--- src/design/alfd_pkg.sv ---
// Shared types and constants for the ASCII length-framed deframer.
package alfd_pkg;

  // Receive characters
  localparam logic [7:0] CH_PCT   = 8'h25;  // '%'
  localparam logic [7:0] CH_HASH  = 8'h23;  // '#'
  localparam logic [7:0] CH_PLUS  = 8'h2B;  // '+'
  localparam logic [7:0] CH_MINUS = 8'h2D;  // '-'
  localparam logic [7:0] CH_ZERO  = 8'h30;  // '0'
  localparam logic [7:0] CH_NINE  = 8'h39;  // '9'
  localparam logic [7:0] CH_SPACE = 8'h20;
  localparam logic [7:0] CH_TAB   = 8'h09;
  localparam logic [7:0] CH_CR    = 8'h0D;

  // Result status codes
  localparam logic [2:0] ST_DATA        = 3'd0;
  localparam logic [2:0] ST_OK          = 3'd1;
  localparam logic [2:0] ST_BAD_MARKER  = 3'd2;
  localparam logic [2:0] ST_BAD_LENGTH  = 3'd3;
  localparam logic [2:0] ST_BAD_TRAILER = 3'd4;

  // Field widths
  localparam int unsigned ACC_W = 14;
  localparam int unsigned ID_W  = 15;
  localparam int unsigned LEN_W = 11;

  // Queue between front and back
  localparam int unsigned Q_DEPTH = 2;
  localparam int unsigned Q_PTR_W = 1;
  localparam int unsigned Q_CNT_W = 2;

  // One classified byte
  typedef struct packed {
    logic [7:0] data;
    logic       is_digit;
    logic       is_blank;
    logic       is_plus;
    logic       is_minus;
    logic       is_pct;
    logic       is_hash;
  } class_t;

  typedef enum logic [6:0] {
    S_MARK0   = 7'b0000001,
    S_MARK1   = 7'b0000010,
    S_ID      = 7'b0000100,
    S_LEN     = 7'b0001000,
    S_PAYLOAD = 7'b0010000,
    S_TRL0    = 7'b0100000,
    S_TRL1    = 7'b1000000
  } state_t;

endpackage

--- src/design/alfd_front.sv ---
// Front end: classifies received bytes and queues them for the sequencer.
module alfd_front (
  input  logic              clk,
  input  logic              rst,
  input  logic              in_valid,
  output logic              in_ready,
  input  logic [7:0]        rx_byte,
  output logic              head_valid,
  output alfd_pkg::class_t  head,
  input  logic              head_pop
);

  alfd_pkg::class_t               queue [alfd_pkg::Q_DEPTH];
  logic [alfd_pkg::Q_PTR_W-1:0]   wr_ptr;
  logic [alfd_pkg::Q_PTR_W-1:0]   rd_ptr;
  logic [alfd_pkg::Q_CNT_W-1:0]   count;
  alfd_pkg::class_t               cls;
  logic                           push;
  logic                           pop;

  always_comb begin
    cls          = '0;
    cls.data     = rx_byte;
    cls.is_digit = (rx_byte >= alfd_pkg::CH_ZERO) && (rx_byte <= alfd_pkg::CH_NINE);
    cls.is_blank = (rx_byte == alfd_pkg::CH_SPACE) ||
                   ((rx_byte >= alfd_pkg::CH_TAB) && (rx_byte <= alfd_pkg::CH_CR));
    cls.is_plus  = (rx_byte == alfd_pkg::CH_PLUS);
    cls.is_minus = (rx_byte == alfd_pkg::CH_MINUS);
    cls.is_pct   = (rx_byte == alfd_pkg::CH_PCT);
    cls.is_hash  = (rx_byte == alfd_pkg::CH_HASH);
  end

  assign in_ready   = (count != alfd_pkg::Q_CNT_W'(alfd_pkg::Q_DEPTH));
  assign push       = in_valid && in_ready;
  assign head_valid = (count != '0);
  assign pop        = head_pop && head_valid;
  assign head       = queue[rd_ptr];

  always_ff @(posedge clk) begin
    if (push) begin
      queue[wr_ptr] <= cls;
    end
  end

  always_ff @(posedge clk) begin
    if (rst) begin
      wr_ptr <= '0;
      rd_ptr <= '0;
      count  <= '0;
    end else begin
      if (push) wr_ptr <= wr_ptr + 1'b1;
      if (pop)  rd_ptr <= rd_ptr + 1'b1;
      case ({push, pop})
        2'b10:   count <= count + 1'b1;
        2'b01:   count <= count - 1'b1;
        default: count <= count;
      endcase
    end
  end

endmodule

--- src/design/alfd_back.sv ---
// Back end: frame sequencer, atoi-style field parser and output register.
module alfd_back #(
  parameter int MAX_PAYLOAD = 1024
) (
  input  logic                           clk,
  input  logic                           rst,
  input  logic                           head_valid,
  input  alfd_pkg::class_t               head,
  output logic                           head_pop,
  output logic                           out_valid,
  input  logic                           out_ready,
  output logic [2:0]                     status,
  output logic [7:0]                     data_byte,
  output logic signed [alfd_pkg::ID_W-1:0] frame_id,
  output logic [alfd_pkg::LEN_W-1:0]     frame_length,
  output logic                           last
);

  localparam int unsigned AW = alfd_pkg::ACC_W;

  alfd_pkg::state_t   state, state_next;
  logic [1:0]         fpos, fpos_next;
  logic [AW-1:0]      id_acc, id_acc_next;
  logic [AW-1:0]      len_acc, len_acc_next;
  logic [AW-1:0]      count, count_next;
  logic [alfd_pkg::ID_W-1:0] held_id, held_id_next;
  logic               negative, negative_next;
  logic               started, started_next;
  logic               stopped, stopped_next;
  logic               marker_bad, marker_bad_next;

  logic               emit;
  logic [2:0]         emit_status;
  logic [7:0]         emit_data;
  logic [alfd_pkg::ID_W-1:0]  emit_id;
  logic [alfd_pkg::LEN_W-1:0] emit_len;

  // parser datapath
  logic [AW-1:0] acc_cur, acc_x10, acc_upd, acc_new;
  logic          p_neg, p_started, p_stopped;
  logic [alfd_pkg::ID_W-1:0] id_ext;
  logic [AW-1:0] cnt_inc;
  logic          len_bad;

  assign head_pop = head_valid && (!out_valid || out_ready);

  always_comb begin
    acc_cur   = (state == alfd_pkg::S_ID) ? id_acc : len_acc;
    acc_x10   = {acc_cur[AW-4:0], 3'b000} + {acc_cur[AW-2:0], 1'b0};
    acc_upd   = acc_x10 + {{(AW-4){1'b0}}, head.data[3:0]};
    acc_new   = acc_cur;
    p_neg     = negative;
    p_started = started;
    p_stopped = stopped;
    if (!stopped) begin
      if (!started) begin
        if (head.is_blank) begin
          p_started = 1'b0;
        end else if (head.is_plus || head.is_minus) begin
          p_started = 1'b1;
          p_neg     = head.is_minus;
        end else if (head.is_digit) begin
          p_started = 1'b1;
          acc_new   = {{(AW-4){1'b0}}, head.data[3:0]};
        end else begin
          p_stopped = 1'b1;
        end
      end else if (head.is_digit) begin
        acc_new = acc_upd;
      end else begin
        p_stopped = 1'b1;
      end
    end
    id_ext  = {1'b0, acc_new};
    cnt_inc = count + 1'b1;
    len_bad = (p_neg && (acc_new != '0)) || (acc_new > AW'(MAX_PAYLOAD));
  end

  always_comb begin
    state_next      = state;
    fpos_next       = fpos;
    id_acc_next     = id_acc;
    len_acc_next    = len_acc;
    count_next      = count;
    held_id_next    = held_id;
    negative_next   = negative;
    started_next    = started;
    stopped_next    = stopped;
    marker_bad_next = marker_bad;
    emit            = 1'b0;
    emit_status     = alfd_pkg::ST_DATA;
    emit_data       = '0;
    emit_id         = '0;
    emit_len        = '0;
    unique case (state)
      alfd_pkg::S_MARK0: begin
        marker_bad_next = !head.is_pct;
        id_acc_next     = '0;
        len_acc_next    = '0;
        count_next      = '0;
        held_id_next    = '0;
        fpos_next       = '0;
        negative_next   = 1'b0;
        started_next    = 1'b0;
        stopped_next    = 1'b0;
        state_next      = alfd_pkg::S_MARK1;
      end
      alfd_pkg::S_MARK1: begin
        if (!head.is_hash) marker_bad_next = 1'b1;
        fpos_next     = '0;
        negative_next = 1'b0;
        started_next  = 1'b0;
        stopped_next  = 1'b0;
        state_next    = alfd_pkg::S_ID;
      end
      alfd_pkg::S_ID: begin
        id_acc_next   = acc_new;
        negative_next = p_neg;
        started_next  = p_started;
        stopped_next  = p_stopped;
        if (fpos != 2'd3) begin
          fpos_next = fpos + 1'b1;
        end else begin
          held_id_next  = p_neg ? (alfd_pkg::ID_W'(0) - id_ext) : id_ext;
          fpos_next     = '0;
          negative_next = 1'b0;
          started_next  = 1'b0;
          stopped_next  = 1'b0;
          state_next    = alfd_pkg::S_LEN;
        end
      end
      alfd_pkg::S_LEN: begin
        len_acc_next  = acc_new;
        negative_next = p_neg;
        started_next  = p_started;
        stopped_next  = p_stopped;
        if (fpos != 2'd3) begin
          fpos_next = fpos + 1'b1;
        end else if (marker_bad) begin
          emit        = 1'b1;
          emit_status = alfd_pkg::ST_BAD_MARKER;
          state_next  = alfd_pkg::S_MARK0;
        end else if (len_bad) begin
          emit        = 1'b1;
          emit_status = alfd_pkg::ST_BAD_LENGTH;
          state_next  = alfd_pkg::S_MARK0;
        end else begin
          count_next = '0;
          state_next = (acc_new == '0) ? alfd_pkg::S_TRL0 : alfd_pkg::S_PAYLOAD;
        end
      end
      alfd_pkg::S_PAYLOAD: begin
        emit        = 1'b1;
        emit_status = alfd_pkg::ST_DATA;
        emit_data   = head.data;
        count_next  = cnt_inc;
        if (cnt_inc >= len_acc) state_next = alfd_pkg::S_TRL0;
      end
      alfd_pkg::S_TRL0: begin
        marker_bad_next = !head.is_pct;
        state_next      = alfd_pkg::S_TRL1;
      end
      alfd_pkg::S_TRL1: begin
        emit       = 1'b1;
        state_next = alfd_pkg::S_MARK0;
        if (marker_bad || !head.is_hash) begin
          marker_bad_next = 1'b1;
          emit_status     = alfd_pkg::ST_BAD_TRAILER;
        end else begin
          emit_status = alfd_pkg::ST_OK;
          emit_id     = held_id;
          emit_len    = len_acc[alfd_pkg::LEN_W-1:0];
        end
      end
      default: begin
        state_next = alfd_pkg::S_MARK0;
      end
    endcase
  end

  always_ff @(posedge clk) begin
    if (rst) begin
      state      <= alfd_pkg::S_MARK0;
      fpos       <= '0;
      id_acc     <= '0;
      len_acc    <= '0;
      count      <= '0;
      held_id    <= '0;
      negative   <= 1'b0;
      started    <= 1'b0;
      stopped    <= 1'b0;
      marker_bad <= 1'b0;
      out_valid  <= 1'b0;
    end else begin
      if (head_pop) begin
        state      <= state_next;
        fpos       <= fpos_next;
        id_acc     <= id_acc_next;
        len_acc    <= len_acc_next;
        count      <= count_next;
        held_id    <= held_id_next;
        negative   <= negative_next;
        started    <= started_next;
        stopped    <= stopped_next;
        marker_bad <= marker_bad_next;
      end
      if (head_pop && emit) begin
        out_valid <= 1'b1;
      end else if (out_ready) begin
        out_valid <= 1'b0;
      end
    end
  end

  always_ff @(posedge clk) begin
    if (head_pop && emit) begin
      status       <= emit_status;
      data_byte    <= emit_data;
      frame_id     <= emit_id;
      frame_length <= emit_len;
      last         <= (emit_status != alfd_pkg::ST_DATA);
    end
  end

endmodule

--- src/design/ascii_length_frame_deframer.sv ---
// Top level of the ASCII length-framed deframer.
//
// Input channel (in_valid/in_ready/rx_byte): one received byte per request.
// Frame: "%#", 4-char decimal id, 4-char decimal length, payload, "%#".
// Id and length are parsed atoi-style (blanks, optional sign, digits).
// Output channel (out_valid/out_ready): at most one result per byte.
//   status 0 carries a payload byte in data_byte; status 1 ends a good
//   frame with frame_id and frame_length; status 2/3/4 report a bad header
//   marker, bad length or bad trailer. last marks the frame-ending result.
// Header bytes (bar a header error) and the first trailer byte emit nothing.
// Throughput: one byte per cycle while out_ready stays high. The front
//   classifies bytes into a 2-entry queue; the back sequencer drains one
//   entry per cycle, loading any result into the output register.
// Path: an accepted byte is written into the queue; when the sequencer pops
//   it, any result it yields is loaded into the output register.
// Stall: while out_ready is low with a result pending, the output register
//   holds it, the sequencer stops, the queue fills and in_ready drops at two.
// Reset (rst, synchronous): queue empty, no result pending, sequencer waits
//   for the first marker byte of a header.
// After any error the block waits for a new header; no resync on "%#".
module ascii_length_frame_deframer #(
  parameter int MAX_PAYLOAD = 1024
) (
  input  logic                    clk,
  input  logic                    rst,
  input  logic                    in_valid,
  output logic                    in_ready,
  input  logic [7:0]              rx_byte,
  output logic                    out_valid,
  input  logic                    out_ready,
  output logic [2:0]              status,
  output logic [7:0]              data_byte,
  output logic signed [14:0]      frame_id,
  output logic [10:0]             frame_length,
  output logic                    last
);

  logic             head_valid;
  logic             head_pop;
  alfd_pkg::class_t head;

  // Byte classifier and request queue
  alfd_front u_front (
    .clk        (clk),
    .rst        (rst),
    .in_valid   (in_valid),
    .in_ready   (in_ready),
    .rx_byte    (rx_byte),
    .head_valid (head_valid),
    .head       (head),
    .head_pop   (head_pop)
  );

  // Frame sequencer with result register
  alfd_back #(
    .MAX_PAYLOAD (MAX_PAYLOAD)
  ) u_back (
    .clk          (clk),
    .rst          (rst),
    .head_valid   (head_valid),
    .head         (head),
    .head_pop     (head_pop),
    .out_valid    (out_valid),
    .out_ready    (out_ready),
    .status       (status),
    .data_byte    (data_byte),
    .frame_id     (frame_id),
    .frame_length (frame_length),
    .last         (last)
  );

endmodule

--- config.mk ---
export PLATFORM = sky130hd
export DESIGN_NAME = ascii_length_frame_deframer
export DESIGN_NICKNAME = d
export VERILOG_FILES = /design/src/design/alfd_pkg.sv /design/src/design/alfd_front.sv /design/src/design/alfd_back.sv /design/src/design/ascii_length_frame_deframer.sv
export SDC_FILE = /design/constraint.sdc
export NUM_CORES = 1
export LEC_CHECK = 0
export BUFFER_PORTS_ARGS = -buffer_cell sky130_fd_sc_hd__buf_2
export CAP_MARGIN = 10
export CELL_PAD_IN_SITES_DETAIL_PLACEMENT = 2
export CELL_PAD_IN_SITES_GLOBAL_PLACEMENT = 2
export CORE_UTILIZATION = 40
export DETAILED_ROUTE_END_ITERATION = 6
export PLACE_DENSITY = 0.92
export RECOVER_POWER = 25
export SLEW_MARGIN = 10
export SYNTH_ARGS = -nofsm -noshare
export SYNTH_HDL_FRONTEND = slang
export SYNTH_SLANG_ARGS = --single-unit
--- constraint.sdc ---
create_clock -name clk -period 9.6 [get_ports clk]
set_clock_uncertainty 0.2 [all_clocks]
set_input_delay 0.48 -clock clk [delete_from_list [all_inputs] [get_ports clk]]
set_output_delay 0.48 -clock clk [all_outputs]
set_load 0.1 [all_outputs]
=== Yosys cells after proc, flatten, opt, wreduce, memory -nomap -nowiden ===
Memory sizes are Yosys's and may differ from the RTL's. A register that Yosys moved wholly into a read port is not among the register bits.
Index checks and enable logic that the tools add are counted.

* Bits in registers: 113
* ROM bits: 0
* Bits in latches: 0
* Memory bits (writable): 28
* Logic and storage cells: 163
* Memories kept: 1
* Input port bits: 12
* Output and inout port bits: 40

{| class="wikitable"
|+ Memory list
! name !! words !! width !! rd ports !! clocked after Yosys merged registers in !! write ports !! line !! RTL
|-
| u_front.queue || 2 || 14 || 1 || 1 || 1 || alfd_front.sv:13 || <nowiki>alfd_pkg::class_t queue [alfd_pkg::Q_DEPTH];</nowiki>
|}

* Eq/ne operators: 24
* Shift-type cells: 0
* Mux-type cells: 65
* Reduce and logical (&&, ||, !) cells: 38
* $add $sub $neg: 9
* Bitwise gates (word level): 1
* Order comparisons: 6
* Multipliers: 0
* Div/mod/pow operators: 0

{| class="wikitable"
|+ Operators with widths
! kind !! number
|-
| 14-bit two-way mux || 10
|-
| 14-bit one-hot mux with 2 select lines || 2
|-
| 14-bit one-hot mux with 3 select lines || 1
|-
| 7-bit one-hot mux with 6 select lines || 1
|-
| 8-bit by 6-bit == test with 1-bit output (second input constant) || 5
|-
| 7-bit two-way mux || 5
|-
| 15-bit two-way mux || 2
|-
| 15-bit one-hot mux with 2 select lines || 1
|-
| 1-bit two-way mux || 28
|-
| 1-bit by 14-bit subtractor with 15-bit output (first input constant) || 1
|-
| 14-bit by 1-bit adder with 14-bit output (second input constant) || 1
|-
| 14-bit adder || 1
|-
| 14-bit by 4-bit adder with 14-bit output || 1
|-
| 14-bit greater-or-equal comparator || 1
|-
| 14-bit by 11-bit > comparator with 1-bit output (second input constant) || 1
|-
| 14-bit zero test || 1
|-
| 2-bit != test (second input constant) || 7
|-
| 14-bit nonzero test || 1
|-
| 1-bit one-hot mux with 3 select lines || 4
|-
| 3-bit nonzero test || 4
|-
| 2-bit nonzero test || 5
|-
| 3-bit two-way mux || 3
|-
| 8-bit by 4-bit greater-or-equal comparator with 1-bit output (second input constant) || 1
|-
| 8-bit by 6-bit greater-or-equal comparator with 1-bit output (second input constant) || 1
|-
| other kinds (30) || 55
|}

=== Depth between registers and ports, before layout ===
Gate-level depths: netlist of run 1.

* Depth after elaboration: 16
* Depth in mapped cells: 18
* Depth with buffers taken out: 16

=== Modules after synthesis ===
From an unflattened synthesis of run 1, not the netlist that was laid out.

* Cell total of the unflattened synthesis: 810
* Area, all modules: 7800.0 sq um

{| class="wikitable"
|+ By module, submodules not included
! module !! cells an instance !! area each (sq um) !! sequential area each (sq um) !! instances
|-
| alfd_back || 725 || 6470.0 || 2562.5 || 1
|-
| alfd_front || 85 || 1330.0 || 940.9 || 1
|}

=== Worst setup path after synthesis of run 1 ===
No wires, ideal clock.

* Path type: reg2reg
* From: register u_back.state[0]
* To: register u_back.data_byte[0], enable pin
* Arrival time: 6128 ps
* Slack: 2816 ps
* Library setup time: 456 ps
* Stages on the path, launching flop included: 18
* Period minus slack after synthesis: 6784 ps
* Buffers on the path: 2
* Data required time: 8944 ps
* Path through: dfxtp_1 -> buf_6 -> or4_4 -> buf_6 -> o21ai_0 -> and2_1 -> inv_1 -> ha_1 -> ha_1 -> and2_1 -> a221oi_1 -> a21boi_0 -> o32ai_1 -> or3_4 -> a2111oi_2 -> o2111ai_4 -> nand3_1 -> a31oi_1

* Cells in the longest elaborated chain, start to end: 15
* Elaborated cells on any way between the ends: 23
* Classes of those cells: 2 x add/sub; 1 x order compare; 4 x eq/ne; 11 x mux; 5 x reduce/logical

{| class="wikitable"
|+ RTL lines
! item !! line !! RTL
|-
| start, declared || alfd_back.sv:21 || <nowiki>alfd_pkg::state_t state, state_next;</nowiki>
|-
| start signal, assigned || alfd_back.sv:183 || <nowiki>state <= alfd_pkg::S_MARK0;</nowiki>
|-
| start signal, assigned || alfd_back.sv:196 || <nowiki>state <= state_next;</nowiki>
|-
| parallel branches: the longest is 13 deep, another holds 14-bit adder || n/a ||
|-
| 1-bit one-hot mux with 2 select lines (*) || alfd_back.sv:95 || <nowiki>unique case (state)</nowiki>
|-
| 1-bit logical AND (*) || alfd_back.sv:216 || <nowiki>if (head_pop && emit) begin</nowiki>
|-
| end signal, assigned || alfd_back.sv:218 || <nowiki>data_byte <= emit_data;</nowiki>
|-
| end, declared || alfd_back.sv:13 || <nowiki>output logic [7:0] data_byte,</nowiki>
|}

Every way passes the cells marked *.
A chain may end at the register's enable or synchronous reset.

=== Final worst setup path of run 1 ===
* From: register u_back.state[0]
* To: register u_back.frame_id[9] (netlist name), enable pin

* Cells in the longest elaborated chain, start to end: 15
* Elaborated cells on any way between the ends: 23
* Classes of those cells: 2 x add/sub; 1 x order compare; 4 x eq/ne; 11 x mux; 5 x reduce/logical

{| class="wikitable"
|+ RTL lines
! item !! line !! RTL
|-
| parallel branches: the longest is 13 deep, another holds 14-bit adder || n/a ||
|-
| 1-bit one-hot mux with 2 select lines (*) || alfd_back.sv:95 ||
|-
| 1-bit logical AND (*) || alfd_back.sv:216 ||
|-
| end signal, assigned || alfd_back.sv:219 || <nowiki>frame_id <= emit_id;</nowiki>
|-
| end, declared || alfd_back.sv:14 || <nowiki>output logic signed [alfd_pkg::ID_W-1:0] frame_id,</nowiki>
|}

Marked as above.

==> qor.yml, run 1 <==
run_status:
  run_status: "finished, final reports clean"
floorplanning:
  die_area_sq_mm: 0.0202
  rows: 50
  die_y_um: 142
  ioPinCount: 52
  floorplan.initialDensity: 0.414
  core_region_area_sq_mm: 0.0190
  die_x_extent_um: 142
critical_path:
  rrSetupSlack_ps: 2610
  critical-path-top-delay-family: "compound AO/OA/AOI/OAI gates"
  critical_setup_path_class: "reg -> reg"
  timing.rr.end: "u_back.frame_id[9]"
  cpMaxStageDelayCell: "sky130_fd_sc_hd__o32ai_1"
  timing.critical_path.slowest_cell_delay_ps: 790
  reg2reg_from: "u_back.state[0]"
  worstPathArrival_ps: 6900
  ff2ff_path_depth: 15
  cp_num_buf_inv: 1
  worstPathMaxFanout: 30
  timing.critical_path.to_type: "flip-flop"
  cp.required_ps: 9500
  critPathLaunchType: "flip-flop"
  cp_cell_sequence: "or4_4, nor2_2, o21ai_0, ha_1, ha_1, and2_1, a221oi_1, a21boi_0, o32ai_1, or3_4, a2111oi_2, o2111ai_4, nand3_1, a31oi_4, buf_4"
  cell_seen_most_often_among_critical_path_stages: "sky130_fd_sc_hd__ha_1"
timing:
  finalSetupViolations: 0
  fin_tns_setup_ps: 0
  achievable-frequency_mhz: 143
  drv_slew: 0
  setup_repair_after_global_routing_missed_its_margin: "no"
  worstMarginPinSlew_ps: 1220
  max-slew-margin-rel: 0.186
  finalWorstPathRequiredPeriod_ps: 6990
  finalCritPeriodShare: 0.729
  hold_violations: 0
clocking:
  cts_htree_levels: 4
  sink_count: 142
  post_cts.resized_instances: 0
  clockRootBuffer: "sky130_fd_sc_hd__clkbuf_16"
  insertion_delay_ps: 450
  max-clock-path-buffers: 2
  postCtsSetupRepairBufs: 0
  clock_tree_from_tritoncts: "built"
  path_clk_slew_ps: 60
  cts_inserted_buffers: 17
  ctsHoldBuffers: 0
pwr:
  intPower_mw: 1.29
  combPwrFrac: 0.297
  p_leak_nw: 3.55
  p_per_area_mw_per_mm2: 228
  power.ir.vdd_worst_mv: 0.193
  power_frac_seq: 0.345
  clkPwrFrac: 0.358
  p_sw_mw: 0.761
  netSwitchingFraction: 0.371
final_layout:
  layout-drive-gt1-share: 0.129
  seq_area_sq_mm: 0.00350
  area_growth_syn_to_layout_pct: 14.7
  layout.cell_area.non_filler_sq_mm: 0.00900
  insertedDiodeCount: 0
  multiInputGateArea_sq_mm: 0.00407
  fillCellCount: 1960
  number_of_nets_in_the_final_layout: 893
drt:
  routed_wl_um: 29100
  postRouteAntennaNets: 0
  drt_drc_violations_left: 0
  vias: 6891
  viasPerCell: 6.19
  drt_first_iter_violations: 413
  dr.pass1.iters: 6
  drt-wirelength-per-cell_um: 26.2
synth:
  synth-async-reset-ratio: 0
  post_synth_num_cell_types: 80
  synth_area_leader_cell: "sky130_fd_sc_hd__edfxtp_1"
  syn_nets: 850
  synth_ff_type: "sky130_fd_sc_hd__dfxtp_1"
  synth-edff-count: 66
  ys_seq_area_frac: 0.446
  post_synthesis_instance_total: 797
  synth_area_sq_mm: 0.00785
  synth_seq_cells: 142
  post_synthesis_area_per_instance_sq_um: 9.85
  netlist_top_cells_count: "sky130_fd_sc_hd__nor2_1 (90), sky130_fd_sc_hd__dfxtp_1 (76), sky130_fd_sc_hd__edfxtp_1 (66)"
  synth_most_common_cell: "sky130_fd_sc_hd__nor2_1"
  post_synth_main_area_contributors: "sky130_fd_sc_hd__edfxtp_1 (25%), sky130_fd_sc_hd__dfxtp_1 (19%), sky130_fd_sc_hd__ha_1 (6.4%)"
  synthesis.yosys.warnings: 0
  yosysTopAreaCellShare: 0.253
grt:
  global_route_total_usage_across_every_layer: 0.300
  grt_remaining_overflow: 0
  via_count_of_the_first_global_routing_pass: 7497
  antenna_found_initial: 0
  grt_start_max_net_pins: 39
  grt_pass1_wl_um: 44900
min_path:
  min_path_type: "in -> reg"
  whs_endpoint: "u_front.queue[0][13]"
  hold-path-cell-count: 1
  hold_path.startpoint: "rx_byte[7]"
run:
  maxCapViolCount: 0
placement:
  gp_congestion: 0.860
  portBuffers: 51
  placed_cell_area_sq_mm: 0.00840
  dp_hpwl_um: 19600
[flip-flops by register name, indices dropped and copies added (netlist names), 2 cells and up, named ones only]
register and count:
u_back.frame_id 15, u_back.fpos 2, u_back.data_byte 8, u_back.state 7, u_back.frame_length 11, u_front.count 2, u_back.status 3, u_back.id_acc 14
u_back.count 14, u_front.queue 28, u_back.len_acc 14, u_back.held_id 15
[power by group through the flow]
stage	logic [mW]	clock network, mW	registers, mW
3_5_place_dp	0.567	0	0.718
3_3_place_gp	0.544	0	0.711
2_1_floorplan	0.415	0	0.699
5_1_grt	0.640	0.756	0.710
6_report	0.610	0.734	0.707
4_1_cts	0.601	0.736	0.706
[routing by layer]
metal | global-route usage | part of all wire | vias to the layer above
met4 | 0.162 | 0.045 | 0
met3 | 0.0528 | 0.047 | 95
met5 | 0 | 0 | -
met1 | 0.336 | 0.39 | 3478
met2 | 0.537 | 0.51 | 263
li1 | - | - | 3055
[cells by family after synthesis]
| group | count (synthesis) | share of synthesized area |
|---|---|---|
| XOR/XNOR | 40 | 0.0446 |
| buffers and inverters | 76 | 0.0391 |
| flip-flops | 142 | 0.446 |
| multiplexers | 22 | 0.0289 |
| adder cells (fa/ha/maj) | 41 | 0.0663 |
| AO/OA/AOI/OAI | 216 | 0.204 |
| AND/OR/NAND/NOR | 260 | 0.171 |
[through the flow]
stage / std cells / utilization / setup WS (ps) / hold WS [ps] / total power [mW]
after floorplan: 797 / - / 2820 / 227 / 1.11
after global placement: 1081 / 0.443 / 3210 / 242 / 1.25
after detailed placement: 1081 / 0.443 / 2850 / 269 / 1.29
after CTS: 1113 / 0.476 / 2710 / 62.6 / 2.04
after global routing: 1113 / 0.475 / 2380 / 154 / 2.11
final: 1113 / 0.475 / 2610 / 140 / 2.05
[cell usage in the layout (no fill, tap or decap), drive strengths merged, types with 7 or more instances in the layout]
master / count
nor2: 91
dfxtp: 76
edfxtp: 66
a21oi: 49
clkbuf: 44
buf: 41
ha: 40
a22oi: 36
inv: 36
o21ai: 36
nand2: 33
and2: 21
xor2: 21
nor3: 20
xnor2: 19
nand3: 18
mux2i: 17
nor4: 17
a211oi: 16
and3: 13
o21a: 11
o211ai: 10
nand2b: 10
a21o: 7
[area by class of cell]
type | instances | area share
clock buffer | 17 | 0.0473
inverter | 32 | 0.0133
clock inverter | 15 | 0.0232
timing repair buffer | 68 | 0.0385
multi-input combinational | 579 | 0.452
tap | 260 | 0.0361
sequential | 142 | 0.389
[worst max-delay path by stage]
stage,startpoint,endpoint,slack (ps),depth (start not counted)
after floorplan,u_back.state[0],u_back.data_byte[0],2820,17
after global routing,u_back.state[0],u_back.frame_id[11],2380,16
after CTS,u_back.state[0],u_back.frame_id[3],2710,15
after global placement,u_back.state[0],u_back.frame_id[11],3210,16
final,u_back.state[0],u_back.frame_id[9],2610,15
after detailed placement,u_back.state[0],u_back.frame_id[10],2850,16
(Power assumes the default switching activity.)
==> inputs of run 2 (changes only) <==
- ABC_AREA: default -> 1
- CORE_UTILIZATION: 40 -> 36
- PLACE_DENSITY: 0.92 -> 0.91
- clock period: 9.6 -> 7.35 ns (I/O delays scaled with it)
==> qor.yml, run 2 <==
final_layout:
  largest_reg_flops: 28  # unchanged
  area_growth_syn_to_layout_pct: 13.3  # was 14.7%
  largest_registers: "u_front.queue: 28 flops, u_back.frame_id: 15 flops, u_back.held_id: 15 flops"  # unchanged
  number_of_nets_in_the_final_layout: 1190  # was 893
  layout.cells.most_common_list: "sky130_fd_sc_hd__nand2_1 (276), sky130_fd_sc_hd__inv_1 (149), sky130_fd_sc_hd__nor2_1 (103)"  # was sky130_fd_sc_hd__nor2_1 (89), sky130_fd_sc_hd__dfxtp_1 (76), sky130_fd_sc_hd__edfxtp_1 (66)
  layout-drive-gt1-share: 0.0939  # was 0.129
  register_bank_with_the_most_flops: "u_front.queue"  # unchanged
  insertedDiodeCount: 0  # unchanged
  layout.cells.most_common: "sky130_fd_sc_hd__nand2_1"  # was sky130_fd_sc_hd__nor2_1
critical_path:
  ff2ff_path_depth: 27  # was 15
  critPathLaunchType: "flip-flop"  # unchanged
  cp.required_ps: 7300  # was 9500 ps
  setup.worst_path.start: "u_back.state[5]"  # was u_back.state[0]
  cell_seen_most_often_among_critical_path_stages: "sky130_fd_sc_hd__nand2_1"  # was sky130_fd_sc_hd__ha_1
  timing.rr.end: "u_back.frame_id[8]"  # was u_back.frame_id[9]
  rrSetupSlack_ps: 1490  # was 2610 ps
  critical_setup_path_class: "reg -> reg"  # unchanged
  worstPathMaxFanout: 29  # was 30
  worstPathArrival_ps: 5810  # was 6900 ps
  cpMaxStageDelayCell: "sky130_fd_sc_hd__a21oi_1"  # was sky130_fd_sc_hd__o32ai_1
  reg2reg_from: "u_back.state[5]"  # was u_back.state[0]
  timing.critical_path.slowest_cell_delay_ps: 490  # was 790 ps
  timing.critical_path.to_type: "flip-flop"  # unchanged
  cp-endpoint: "u_back.frame_id[8]"  # was u_back.frame_id[9]
min_path:
  hold-path-cell-count: 4  # was 1
  min_path_type: "in -> reg"  # unchanged
grt:
  grt_pass1_wl_um: 53100  # was 44900 um
  grt_remaining_overflow: 0  # unchanged
  antenna_found_initial: 0  # unchanged
  global_route_total_usage_across_every_layer: 0.300  # about the same
  via_count_of_the_first_global_routing_pass: 9016  # was 7497
  grt_start_max_net_pins: 55  # was 39
pwr:
  power.ir.vdd_worst_mv: 0.211  # was 0.193 mV
  p_per_area_mw_per_mm2: 348  # was 228 mW/mm^2
  p_leak_nw: 4.02  # was 3.55 nW
clocking:
  sink_count: 142  # unchanged
  cts_htree_levels: 4  # unchanged
  post_cts.resized_instances: 0  # unchanged
  insertion_delay_ps: 450  # about the same
  path_clk_slew_ps: 70  # was 60 ps
  cts_inserted_buffers: 17  # unchanged
  postCtsSetupRepairBufs: 0  # unchanged
  ctsHoldBuffers: 6  # was 0
  clock_tree_from_tritoncts: "built"  # unchanged
  max-clock-path-buffers: 2  # unchanged
  clockRootBuffer: "sky130_fd_sc_hd__clkbuf_16"  # unchanged
run:
  maxCapViolCount: 1  # was 0
synth:
  synth-async-reset-ratio: 0  # unchanged
  post_synthesis_instance_total: 1083  # was 797
  synth_area_sq_mm: 0.00828  # was 0.00785 sq mm
  synth_ff_type: "sky130_fd_sc_hd__dfxtp_1"  # unchanged
  synth_seq_cells: 142  # unchanged
  synth_area_leader_cell: "sky130_fd_sc_hd__edfxtp_1"  # unchanged
  synth-edff-count: 66  # unchanged
  synthesis.yosys.warnings: 0  # unchanged
  netlist_top_cells_count: "sky130_fd_sc_hd__nand2_1 (276), sky130_fd_sc_hd__inv_1 (149), sky130_fd_sc_hd__nor2_1 (104)"  # was sky130_fd_sc_hd__nor2_1 (90), sky130_fd_sc_hd__dfxtp_1 (76), sky130_fd_sc_hd__edfxtp_1 (66)
  post_synth_num_cell_types: 50  # was 80
  ys_seq_area_frac: 0.423  # was 0.446
  syn_nets: 1136  # was 850
  post_synthesis_area_per_instance_sq_um: 7.64  # was 9.85 sq um
  synth_most_common_cell: "sky130_fd_sc_hd__nand2_1"  # was sky130_fd_sc_hd__nor2_1
  yosysTopAreaCellShare: 0.239  # was 0.253
  post_synth_main_area_contributors: "sky130_fd_sc_hd__edfxtp_1 (24%), sky130_fd_sc_hd__dfxtp_1 (18%), sky130_fd_sc_hd__nand2_1 (13%)"  # was sky130_fd_sc_hd__edfxtp_1 (25%), sky130_fd_sc_hd__dfxtp_1 (19%), sky130_fd_sc_hd__ha_1 (6.4%)
placement:
  gp_congestion: 0.878  # was 0.860
  dp_hpwl_um: 22000  # was 19600 um
  preCtsSetupSlack_ps: 1760  # was 2850 ps
  portBuffers: 51  # unchanged
timing:
  finalSetupViolations: 0  # unchanged
  setup_slack_ps: 1490  # was 2610 ps
  finalCritPeriodShare: 0.797  # was 0.729
  fin_tns_setup_ps: 0  # unchanged
  worstMarginPinSlew_ps: 2830  # was 1220 ps
  achievable-frequency_mhz: 171  # was 143 MHz
  finalWorstPathRequiredPeriod_ps: 5860  # was 6990 ps
  drv_slew: 55  # was 0
  max-slew-margin-rel: -0.887  # was 0.186
  hold_violations: 0  # unchanged
  setup_repair_after_global_routing_missed_its_margin: "no"  # unchanged
floorplanning:
  die_y_um: 154  # was 142 um
  die_x_extent_um: 154  # was 142 um
  core_region_area_sq_mm: 0.0226  # was 0.0190 sq mm
  ioPinCount: 52  # unchanged
  die_area_sq_mm: 0.0236  # was 0.0202 sq mm
  floorplan.initialDensity: 0.367  # was 0.414
  rows: 55  # was 50
run_status:
  run_status: "complete, but fails checks"  # was finished, final reports clean
  violated_checks: "capacitance limit, slew limit"
drt:
  drt_first_iter_violations: 496  # was 413
  vias: 7906  # was 6891
  viasPerCell: 5.51  # was 6.19
  routed_wl_um: 34100  # was 29100 um
  dr.pass1.iters: 5  # was 6
  drt-wirelength-per-cell_um: 23.8  # was 26.2 um
  drt_drc_violations_left: 0  # unchanged
  postRouteAntennaNets: 0  # unchanged
## run 2: critical path: cells and delay by family (launching register included)
family / cells / cell delay (ps)
buf+inv: 6 / 890
fa+ha+maj: 2 / 560
flops: 1 / 330
compound gates: 3 / 860
simple gates: 16 / 2660
## run 2: final cells by class
cell class | count | area [sq um]
Clock inverter | 14 | 158
Fill cell | 2597 | 13200
Timing Repair Buffer | 63 | 298
Sequential cell | 142 | 3500
Inverter | 159 | 599
Multi-Input combinational cell | 754 | 4020
Clock buffer | 18 | 450
Tap cell | 285 | 357
## run 2: kinds of logic after synthesis
| kind of cell | Yosys count | share of synthesized area |
|---|---|---|
| AOI/OAI and AO/OA | 147 | 0.0991 |
| xor gates and xnor gates | 16 | 0.0169 |
| adders and majority gates | 41 | 0.0629 |
| buffers and inverters | 187 | 0.0917 |
| DFF | 142 | 0.423 |
| muxes | 2 | 0.00242 |
| and+or+nand+nor | 548 | 0.304 |
## run 2: layer usage
layer  vias up  share of wire  GRT usage
li1       3624              -          -
met4         0          0.051      0.176
met5         -              0          0
met2       210           0.51      0.544
met1      3968           0.40      0.332
met3       104          0.035     0.0434
## run 2: how the worst min path moves through the flow
stage	slack, ps	start	to
final	7	out_ready	u_back.out_valid
after detailed placement	260	u_back.len_acc[3]	u_back.len_acc[3]
after global routing	50	out_ready	u_back.out_valid
after CTS	6	rx_byte[3]	u_front.queue[0][9]
after global placement	240	u_front.rd_ptr	u_front.rd_ptr
after floorplan	230	u_front.rd_ptr	flip-flop
## run 2: metrics by stage
stage | std cells | util | hold slack [ps] | instance area [sq um] | power, mW
after CTS | 1435 | 0.418 | 6.32 | 9440 | 3.25
after floorplan | 1083 | - | 226 | 8280 | 1.86
after global placement | 1397 | 0.389 | 238 | 8780 | 2.13
final | 1435 | 0.416 | 6.72 | 9380 | 3.27
after global routing | 1435 | 0.416 | 49.8 | 9380 | 3.40
after detailed placement | 1397 | 0.389 | 258 | 8780 | 2.22
## run 2: where the power goes
group,internal (mW),total (mW),switching (mW)
sequential,0.896,0.965,0.0690
combinational,0.366,1.36,0.990
clock,0.504,0.947,0.443
